[src/hw/rtl/assert_macros.svh]
// ----------------------------------------------------------------------------
// Assertion macros
// Concurrent assertion wrappers for the RTL folder.
// ----------------------------------------------------------------------------
`ifndef ASSERT_MACROS_SVH
`define ASSERT_MACROS_SVH

// Clocked property, disabled while reset is asserted (active low).
`define ASSERT_CLK(lbl, clk, rst_n, prop, msg) \
  lbl: assert property (@(posedge clk) disable iff (!rst_n) (prop)) else $error(msg);

// Condition that must never hold.
`define ASSERT_NEVER(lbl, clk, rst_n, cond, msg) \
  `ASSERT_CLK(lbl, clk, rst_n, !(cond), msg)

`endif

[src/hw/rtl/uedr_pkg.sv]
// ----------------------------------------------------------------------------
// uedr_pkg
// Types, constants and tables of the unicycle dead reckoning block.
// ----------------------------------------------------------------------------
`timescale 1ns / 1ps

package uedr_pkg;

  localparam int CordicStepsDef = 16;
  localparam int AtanLen        = 24;
  localparam int IterW          = $clog2(AtanLen);
  localparam int XyW            = 34;   // Q2.30 plus guard bit
  localparam int ZW             = 33;   // 2^32 per turn, signed
  localparam int MulAW          = 34;
  localparam int MulBW          = 17;
  localparam int ProdW          = MulAW + MulBW;
  localparam int AccW           = 64;

  localparam logic signed [XyW-1:0] InvGain = 34'sd652032874;

  // 65536/(2*pi) in Q.16 split into two 15-bit halves
  localparam logic [14:0] RadBamLo = 15'd24796;
  localparam logic [14:0] RadBamHi = 15'd20860;

  typedef enum logic [3:0] {
    ST_IDLE,
    ST_CORDIC,
    ST_MUL_C,
    ST_MUL_S,
    ST_MUL_R,
    ST_MUL_KL,
    ST_MUL_KH,
    ST_ACC,
    ST_HEAD,
    ST_DONE
  } state_e;

  typedef enum logic [1:0] {
    CFG_STEP_TIME     = 2'd0,
    CFG_START_X       = 2'd1,
    CFG_START_Y       = 2'd2,
    CFG_START_HEADING = 2'd3
  } cfg_reg_e;

  typedef struct packed {
    logic        start;
    logic [15:0] bam;
  } cordic_req_t;

  typedef struct packed {
    logic                  done;
    logic signed [XyW-1:0] cos_v;
    logic signed [XyW-1:0] sin_v;
  } cordic_rsp_t;

  // atan(2^-i), 2^32 per turn
  function automatic logic [29:0] atan_lookup(input logic [IterW-1:0] idx);
    logic [29:0] v;
    case (idx)
      5'd0:    v = 30'd536870912;
      5'd1:    v = 30'd316933406;
      5'd2:    v = 30'd167458907;
      5'd3:    v = 30'd85004756;
      5'd4:    v = 30'd42667331;
      5'd5:    v = 30'd21354465;
      5'd6:    v = 30'd10679838;
      5'd7:    v = 30'd5340245;
      5'd8:    v = 30'd2670163;
      5'd9:    v = 30'd1335087;
      5'd10:   v = 30'd667544;
      5'd11:   v = 30'd333772;
      5'd12:   v = 30'd166886;
      5'd13:   v = 30'd83443;
      5'd14:   v = 30'd41722;
      5'd15:   v = 30'd20861;
      5'd16:   v = 30'd10430;
      5'd17:   v = 30'd5215;
      5'd18:   v = 30'd2608;
      5'd19:   v = 30'd1304;
      5'd20:   v = 30'd652;
      5'd21:   v = 30'd326;
      5'd22:   v = 30'd163;
      5'd23:   v = 30'd81;
      default: v = 30'd0;
    endcase
    return v;
  endfunction

endpackage

[src/hw/rtl/unicycle_euler_dead_reckoning.sv]
// ----------------------------------------------------------------------------
// unicycle_euler_dead_reckoning
// One explicit Euler step of a unit-speed unicycle per input word.
// ----------------------------------------------------------------------------
// A step runs the iterative CORDIC, min(CordicSteps, 24) iterations, followed
// by five passes through one multiplier; s_axis_tready is low while a step
// runs, so a new word is taken only after the previous step has handed its
// pose to the output register.
// A finished pose waits in the output register while the next word is taken.
// Reset (async, active low): pose cleared, step_time 0.5 s, start pose zero.
`timescale 1ns / 1ps

`include "assert_macros.svh"

module unicycle_euler_dead_reckoning import uedr_pkg::*; #(
  parameter int CordicSteps = CordicStepsDef
) (
  input  logic        clk_i,
  input  logic        rst_ni,
  // configuration
  input  logic        cfg_we_i,
  input  logic [1:0]  cfg_idx_i,
  input  logic [31:0] cfg_data_i,
  // input stream
  input  logic        s_axis_tvalid,
  output logic        s_axis_tready,
  input  logic [15:0] s_axis_tdata,   // [15:0] turn_rate
  input  logic        s_axis_tuser,   // [0] restart
  // output stream
  output logic        m_axis_tvalid,
  input  logic        m_axis_tready,
  output logic [79:0] m_axis_tdata,   // [31:0] pos_x, [63:32] pos_y, [79:64] heading
  output logic        m_axis_tuser    // [0] saturated
);

  state_e state_q, state_d;

  logic [15:0]        step_time_q;
  logic signed [31:0] start_x_q, start_y_q;
  logic [15:0]        start_heading_q;

  logic signed [31:0] cur_x_q, cur_x_d, cur_y_q, cur_y_d;
  logic [15:0]        cur_heading_q, cur_heading_d;
  logic               clip_q, clip_d;
  logic signed [15:0] rate_q;

  logic signed [ProdW-1:0] p_q;
  logic signed [32:0]      prod_q;
  logic signed [AccW-1:0]  acc_q, acc_d;

  logic               out_valid_q, out_valid_d;
  logic [79:0]        out_data_q;
  logic               out_sat_q;

  logic               in_acc;
  logic               out_load;
  cordic_req_t        creq;
  cordic_rsp_t        crsp;

  logic signed [MulAW-1:0] mul_a;
  logic signed [MulBW-1:0] mul_b;

  logic signed [ProdW-1:0] disp_r;
  logic signed [20:0]      delta;
  logic signed [31:0]      sat_base;
  logic signed [33:0]      sat_sum;
  logic signed [31:0]      sat_val;
  logic                    sat_clip;
  logic signed [AccW-1:0]  head_r;

  uedr_cordic #(
    .CordicSteps(CordicSteps)
  ) u_cordic (
    .clk_i (clk_i),
    .rst_ni(rst_ni),
    .req_i (creq),
    .rsp_o (crsp)
  );

  assign s_axis_tready = (state_q == ST_IDLE);
  assign in_acc        = s_axis_tvalid && s_axis_tready;
  assign out_load      = (state_q == ST_DONE) && (!out_valid_q || m_axis_tready);

  // next state
  always_comb begin
    state_d = state_q;
    case (state_q)
      ST_IDLE:   if (in_acc) state_d = ST_CORDIC;
      ST_CORDIC: if (crsp.done) state_d = ST_MUL_C;
      ST_MUL_C:  state_d = ST_MUL_S;
      ST_MUL_S:  state_d = ST_MUL_R;
      ST_MUL_R:  state_d = ST_MUL_KL;
      ST_MUL_KL: state_d = ST_MUL_KH;
      ST_MUL_KH: state_d = ST_ACC;
      ST_ACC:    state_d = ST_HEAD;
      ST_HEAD:   state_d = ST_DONE;
      ST_DONE:   if (out_load) state_d = ST_IDLE;
      default:   state_d = ST_IDLE;
    endcase
  end

  // sequencer outputs: CORDIC start and multiplier operands
  always_comb begin
    creq.start = in_acc;
    creq.bam   = s_axis_tuser ? start_heading_q : cur_heading_q;
    mul_a      = '0;
    mul_b      = '0;
    case (state_q)
      ST_MUL_C: begin
        mul_a = crsp.cos_v;
        mul_b = MulBW'(signed'({1'b0, step_time_q}));
      end
      ST_MUL_S: begin
        mul_a = crsp.sin_v;
        mul_b = MulBW'(signed'({1'b0, step_time_q}));
      end
      ST_MUL_R: begin
        mul_a = MulAW'(rate_q);
        mul_b = MulBW'(signed'({1'b0, step_time_q}));
      end
      ST_MUL_KL: begin
        mul_a = MulAW'(signed'(p_q[32:0]));
        mul_b = MulBW'(signed'({1'b0, RadBamLo}));
      end
      ST_MUL_KH: begin
        mul_a = MulAW'(prod_q);
        mul_b = MulBW'(signed'({1'b0, RadBamHi}));
      end
      default: begin
        mul_a = '0;
        mul_b = '0;
      end
    endcase
  end

  // displacement: shift right by 30, round half away from zero
  assign disp_r   = p_q + ProdW'(signed'(33'sd536870912)) - ProdW'(p_q[ProdW-1]);
  assign delta    = disp_r[50:30];
  assign sat_base = (state_q == ST_MUL_S) ? cur_x_q : cur_y_q;
  assign sat_sum  = 34'(sat_base) + 34'(delta);
  always_comb begin
    sat_clip = (sat_sum[33:31] != 3'b000) && (sat_sum[33:31] != 3'b111);
    if (!sat_clip) begin
      sat_val = sat_sum[31:0];
    end else if (sat_sum[33]) begin
      sat_val = 32'sh8000_0000;
    end else begin
      sat_val = 32'sh7fff_ffff;
    end
  end

  // heading increment: shift right by 44, round half away from zero
  assign head_r = acc_q + AccW'(64'sd8796093022208) - AccW'(acc_q[AccW-1]);

  always_comb begin
    cur_x_d       = cur_x_q;
    cur_y_d       = cur_y_q;
    cur_heading_d = cur_heading_q;
    clip_d        = clip_q;
    acc_d         = acc_q;
    case (state_q)
      ST_IDLE: begin
        if (in_acc) begin
          clip_d = 1'b0;
          if (s_axis_tuser) begin
            cur_x_d       = start_x_q;
            cur_y_d       = start_y_q;
            cur_heading_d = start_heading_q;
          end
        end
      end
      ST_MUL_S: begin
        cur_x_d = sat_val;
        clip_d  = clip_q | sat_clip;
      end
      ST_MUL_R: begin
        cur_y_d = sat_val;
        clip_d  = clip_q | sat_clip;
      end
      ST_MUL_KH: acc_d = AccW'(p_q);
      ST_ACC:    acc_d = acc_q + (AccW'(p_q) <<< 15);
      ST_HEAD:   cur_heading_d = cur_heading_q + head_r[59:44];
      default:   cur_x_d = cur_x_q;
    endcase
  end

  always_comb begin
    out_valid_d = out_valid_q;
    if (out_load) begin
      out_valid_d = 1'b1;
    end else if (m_axis_tready) begin
      out_valid_d = 1'b0;
    end
  end

  always_ff @(posedge clk_i or negedge rst_ni) begin
    if (!rst_ni) begin
      state_q         <= ST_IDLE;
      step_time_q     <= 16'd32768;
      start_x_q       <= '0;
      start_y_q       <= '0;
      start_heading_q <= '0;
      cur_x_q         <= '0;
      cur_y_q         <= '0;
      cur_heading_q   <= '0;
      clip_q          <= 1'b0;
      out_valid_q     <= 1'b0;
    end else begin
      state_q       <= state_d;
      cur_x_q       <= cur_x_d;
      cur_y_q       <= cur_y_d;
      cur_heading_q <= cur_heading_d;
      clip_q        <= clip_d;
      out_valid_q   <= out_valid_d;
      if (cfg_we_i) begin
        case (cfg_idx_i)
          CFG_STEP_TIME:     step_time_q     <= cfg_data_i[15:0];
          CFG_START_X:       start_x_q       <= cfg_data_i;
          CFG_START_Y:       start_y_q       <= cfg_data_i;
          CFG_START_HEADING: start_heading_q <= cfg_data_i[15:0];
          default:           step_time_q     <= step_time_q;
        endcase
      end
    end
  end

  always_ff @(posedge clk_i) begin
    p_q   <= mul_a * mul_b;
    acc_q <= acc_d;
    if (in_acc) begin
      rate_q <= s_axis_tdata;
    end
    if (state_q == ST_MUL_KL) begin
      prod_q <= p_q[32:0];
    end
    if (out_load) begin
      out_data_q <= {cur_heading_q, cur_y_q, cur_x_q};
      out_sat_q  <= clip_q;
    end
  end

  assign m_axis_tvalid = out_valid_q;
  assign m_axis_tdata  = out_data_q;
  assign m_axis_tuser  = out_sat_q;

  `ASSERT_CLK(a_busy_after_accept, clk_i, rst_ni,
              in_acc |=> !s_axis_tready, "input taken while a step runs")
  `ASSERT_CLK(a_cordic_done_in_wait, clk_i, rst_ni,
              crsp.done |-> (state_q == ST_CORDIC), "CORDIC finished outside its wait")
  `ASSERT_CLK(a_result_holds_slot, clk_i, rst_ni,
              (state_q == ST_DONE && m_axis_tvalid && !m_axis_tready) |=>
              (state_q == ST_DONE), "pending result overwritten")

endmodule

[src/hw/rtl/uedr_cordic.sv]
// ----------------------------------------------------------------------------
// uedr_cordic
// Iterative rotation-mode CORDIC: cosine and sine of a 16-bit binary angle.
// ----------------------------------------------------------------------------
`timescale 1ns / 1ps

module uedr_cordic import uedr_pkg::*; #(
  parameter int CordicSteps = CordicStepsDef
) (
  input  logic        clk_i,
  input  logic        rst_ni,
  input  cordic_req_t req_i,
  output cordic_rsp_t rsp_o
);

  localparam int NumIter = (CordicSteps > AtanLen) ? AtanLen : CordicSteps;
  localparam logic [IterW-1:0] LastIter = IterW'(NumIter - 1);
  localparam logic signed [ZW-1:0] HalfPi = 33'sd1073741824;
  localparam logic signed [ZW-1:0] Pi     = 33'sd2147483648;

  logic                  busy_q, busy_d;
  logic                  done_q, done_d;
  logic                  flip_q, flip_d;
  logic [IterW-1:0]      iter_q, iter_d;
  logic signed [XyW-1:0] x_q, x_d, y_q, y_d;
  logic signed [ZW-1:0]  z_q, z_d;

  logic signed [ZW-1:0]  z_init;
  logic signed [ZW-1:0]  atan_v;
  logic signed [XyW-1:0] dx, dy;

  always_comb begin
    z_init = ZW'(signed'({req_i.bam, 16'h0000}));
    flip_d = flip_q;
    if (req_i.start) begin
      flip_d = 1'b0;
      if (z_init > HalfPi) begin
        z_init = z_init - Pi;
        flip_d = 1'b1;
      end else if (z_init < -HalfPi) begin
        z_init = z_init + Pi;
        flip_d = 1'b1;
      end
    end
  end

  assign atan_v = ZW'(signed'({1'b0, atan_lookup(iter_q)}));
  assign dx     = y_q >>> iter_q;
  assign dy     = x_q >>> iter_q;

  always_comb begin
    busy_d = busy_q;
    done_d = 1'b0;
    iter_d = iter_q;
    x_d    = x_q;
    y_d    = y_q;
    z_d    = z_q;
    if (req_i.start) begin
      busy_d = 1'b1;
      iter_d = '0;
      x_d    = InvGain;
      y_d    = '0;
      z_d    = z_init;
    end else if (busy_q) begin
      if (!z_q[ZW-1]) begin
        x_d = x_q - dx;
        y_d = y_q + dy;
        z_d = z_q - atan_v;
      end else begin
        x_d = x_q + dx;
        y_d = y_q - dy;
        z_d = z_q + atan_v;
      end
      iter_d = iter_q + 1'b1;
      if (iter_q == LastIter) begin
        busy_d = 1'b0;
        done_d = 1'b1;
      end
    end
  end

  always_ff @(posedge clk_i or negedge rst_ni) begin
    if (!rst_ni) begin
      busy_q <= 1'b0;
      done_q <= 1'b0;
      iter_q <= '0;
    end else begin
      busy_q <= busy_d;
      done_q <= done_d;
      iter_q <= iter_d;
    end
  end

  always_ff @(posedge clk_i) begin
    flip_q <= flip_d;
    x_q    <= x_d;
    y_q    <= y_d;
    z_q    <= z_d;
  end

  // fold back angles that were moved by half a turn
  assign rsp_o.done  = done_q;
  assign rsp_o.cos_v = flip_q ? -x_q : x_q;
  assign rsp_o.sin_v = flip_q ? -y_q : y_q;

endmodule
[config.mk]
export PLATFORM = sky130hd
export DESIGN_NAME = unicycle_euler_dead_reckoning
export DESIGN_NICKNAME = d
export VERILOG_FILES = /design/src/hw/rtl/uedr_pkg.sv /design/src/hw/rtl/unicycle_euler_dead_reckoning.sv /design/src/hw/rtl/uedr_cordic.sv
export VERILOG_INCLUDE_DIRS = /design/src /design/src/hw/rtl
export SDC_FILE = /design/constraint.sdc
export NUM_CORES = 2
export LEC_CHECK = 0
export BUFFER_PORTS_ARGS = -buffer_cell sky130_fd_sc_hd__clkbuf_2
export CAP_MARGIN = 10
export CORE_MARGIN = 4
export CORE_UTILIZATION = 60
export CTS_CLUSTER_DIAMETER = 100
export DETAILED_ROUTE_END_ITERATION = 6
export MAX_ROUTING_LAYER = met4
export PLACE_DENSITY = 0.77
export SYNTH_ARGS = -nofsm -noshare
export SYNTH_HDL_FRONTEND = slang
export SYNTH_SLANG_ARGS = --single-unit
export TNS_END_PERCENT = 5
[constraint.sdc]
create_clock -name clk_i -period 20.4 [get_ports clk_i]
set_input_delay 3.06 -clock clk_i [delete_from_list [all_inputs] [get_ports clk_i]]
set_output_delay 3.06 -clock clk_i [all_outputs]
set_load 0.03 [all_outputs]
==> impl_metrics.yaml <==
sta:
  finalSetupTns_ns: 0
  final-hold-violation-count: 0
  setup_ws_ns: 10.06
  fmax_mhz: 96.7
  period_share_pct: 50.7
  finalClockSkew_ns: 0.0460
  tightestPinTransition_ns: 1.33
  setup_viol: 0
  grt_setup_unrepaired: "no"
  period_needed_ns: 10.34
  max-slew-margin-rel_pct: 11.4
  drv_slew: 0
  hold-worst-slack_ns: 0.447
floorplan:
  die-area_mm2: 0.108
  die_w_um: 328
  rows: 117
  die_h_um: 328
  pin_count: 139
  start_util_pct: 60.5
  core_area_mm2: 0.102
clocking:
  cts.sinks: 536
  clkLatencyLatePin_ns: 0.66
  cts_resized: 0
  clock_path_buffers: 3
  cts_tree: "yes"
  cts_root_buf: "clkbuf_16"
  clk_pin_slew_ns: 0.06
  postCtsSetupRepairBufs: 0
  numCtsBuffers: 66
  postCtsHoldBufs: 0
  h-tree-depth: 3
critical_path:
  cp_common_cell: "fa_1"
  worstSetupStartpointType: "flop"
  end_kind: "flop"
  critPathRequiredTime_ns: 20.97
  path_max_fanout: 12
  r2r_start: "u_cordic.y_q[11]"
  cpPeakStageDelay_ns: 1.05
  cp_data_arrival_time_ns: 10.91
  path_class: "flop to flop"
  cp_slowest_cell: "nor3_1"
  setup.worst_path.start: "u_cordic.y_q[11]"
detailed_routing:
  wire_per_inst_um: 24.7
  drc: 31
  firstDrtPassIters: 7
  drt_first_iter_violations: 6231
  via_per_inst: 6.52
  routed-via-count: 54300
  postRouteAntennaNets: 0
  wirelength_um: 206000
final_layout:
  multi_input_area_mm2: 0.0432
  nFillCells: 8584
  design_area_mm2: 0.0659
  ff_latch_area_mm2: 0.0140
  drive_gt1_share_pct: 9.82
  nets: 7915
  area_growth_pct: 7.04
status:
  outcome: "finished, violations left"
  violations: "DRC"
synth:
  synth.area.top_cells: "fa_1 (17%), edfxtp_1 (11%), ha_1 (8.8%)"
  seq_area_frac_synth_pct: 22.7
  yosys.area.top_type: "fa_1"
  async_reset_ff_share_pct: 35.3
  yosysMostFrequentCell: "inv_1"
  synth_fp_nets: 7937
  yosys_warnings: 0
  ys.flop_type: "edfxtp_1"
  avgSynthCellArea_um2: 8.88
  synth_edf_count: 228
  synth_area_mm2: 0.0615
  synth_cell_types: 103
  ys_ff_latch: 536
  synthCells: 6925
  synthTopCellsByCount: "inv_1 (793), nand2_1 (777), nor2_1 (573), fa_1 (523), a21oi_1 (456)"
  synth_top_area_share_pct: 17.0
global_route:
  overflow: 0
  antenna_found_initial: 11
  busiest_layer: "met2"
  grtUsageTotal_pct: 38.8
  grt_max_degree: 97
  grt_pass1_wl_um: 312000
  globalRouteMet2Util_pct: 57.4
  grtUsageMet1_pct: 51.3
  grt_pass1_vias: 52100
  use_met3_pct: 10.5
placed_design:
  place_hpwl_um: 156000
  routabilityCongestion: 1.06
  postPlaceCellArea_mm2: 0.0636
  dp_slack_ns: 10.27
  io_buffers: 138
min_path:
  hp-class: "flop to flop"
  hold_start: "clip_q"
run:
  max_cap_violations: 0
==> cell type report <==
class | count | area share (%)
Inverter | 797 | 4.55
Clock buffer | 89 | 2.86
Antenna cell | 13 | 0.0494
Multi-Input combinational cell | 5233 | 65.7
Tap cell | 1368 | 2.60
Sequential cell | 536 | 21.2
Clock inverter | 33 | 0.513
Timing Repair Buffer | 269 | 2.55
==> kinds of logic after synthesis <==
kind of cell	count (synthesis)	synth area share, %
AO/OA/AOI/OAI	1591	16.8
adder cells (fa/ha/maj)	956	25.8
flip-flops	536	22.7
buffers and inverters	1156	7.26
multiplexers	333	7.38
AND/OR/NAND/NOR	1956	14.4
XOR/XNOR	397	5.65
==> registers in the layout, indices dropped and copies added, names as in the netlist, 33 cells and up <==
| register | cells |
|---|---|
| prod_q | 33 |
| u_cordic.x_q | 34 |
| u_cordic.z_q | 33 |
| acc_q | 64 |
| u_cordic.y_q | 34 |
| p_q | 51 |
| m_axis_tdata | 80 |
==> critical path, delay by kind of cell (launching register included) <==
family	cells	cell delay, ns
AOI/OAI and AO/OA	8	1.97
buffers and inverters	5	0.29
adders and majority gates	7	3.31
and+or+nand+nor	12	4.12
DFF	1	0.43
xor gates and xnor gates	1	0.19
==> per-layer routing <==
metal	vias up	routed length, um
li1	23900	-
met4	0	10100
met2	3316	89100
met1	26500	80500
met5	-	0
met3	662	26200
==> cell usage in the layout, fill, tap and decap left out, types with 62 or more instances in the layout <==
cell type	synthesis	routed
and3_1	62	62
nor3_1	73	68
clkbuf_16	0	70
nor2_1	573	565
mux2i_1	113	113
ha_1	433	433
xor2_1	161	161
a21o_1	177	177
buf_4	5	130
nor2b_1	91	91
edfxtp_1	228	228
a21oi_1	456	454
dfxtp_1	119	119
mux4_2	71	71
fa_1	523	523
o21ai_0	337	335
inv_1	793	791
nand2_1	777	776
nand3_1	80	79
a211oi_1	88	88
nand2b_1	67	67
clkbuf_2	3	138
mux2_2	140	140
dfrtp_1	188	182
xnor2_1	236	236
==> final timing paths <==
check	endpoint	slack, ns	cells past startpoint
setup / recovery	p_q[48]	10.06	33
hold / removal	m_axis_tuser	0.45	0
setup reg to reg	p_q[48]	10.06	33
hold reg to reg	m_axis_tuser	0.45	0
max in group asynchronous	step_time_q[2]	16.53	2
min in group asynchronous	start_y_q[14]	2.44	1
==> metrics by stage <==
step / util [%] / cells
final: 64.7 / 8338
after global routing: 64.7 / 8333
after CTS: 64.7 / 8324
after detailed placement: 62.5 / 8202
after global placement: 62.5 / 8202
after floorplan: - / 6925
Power is not shown: default switching activity piles up to over one toggle a cycle in this logic, so the estimate is an artifact.
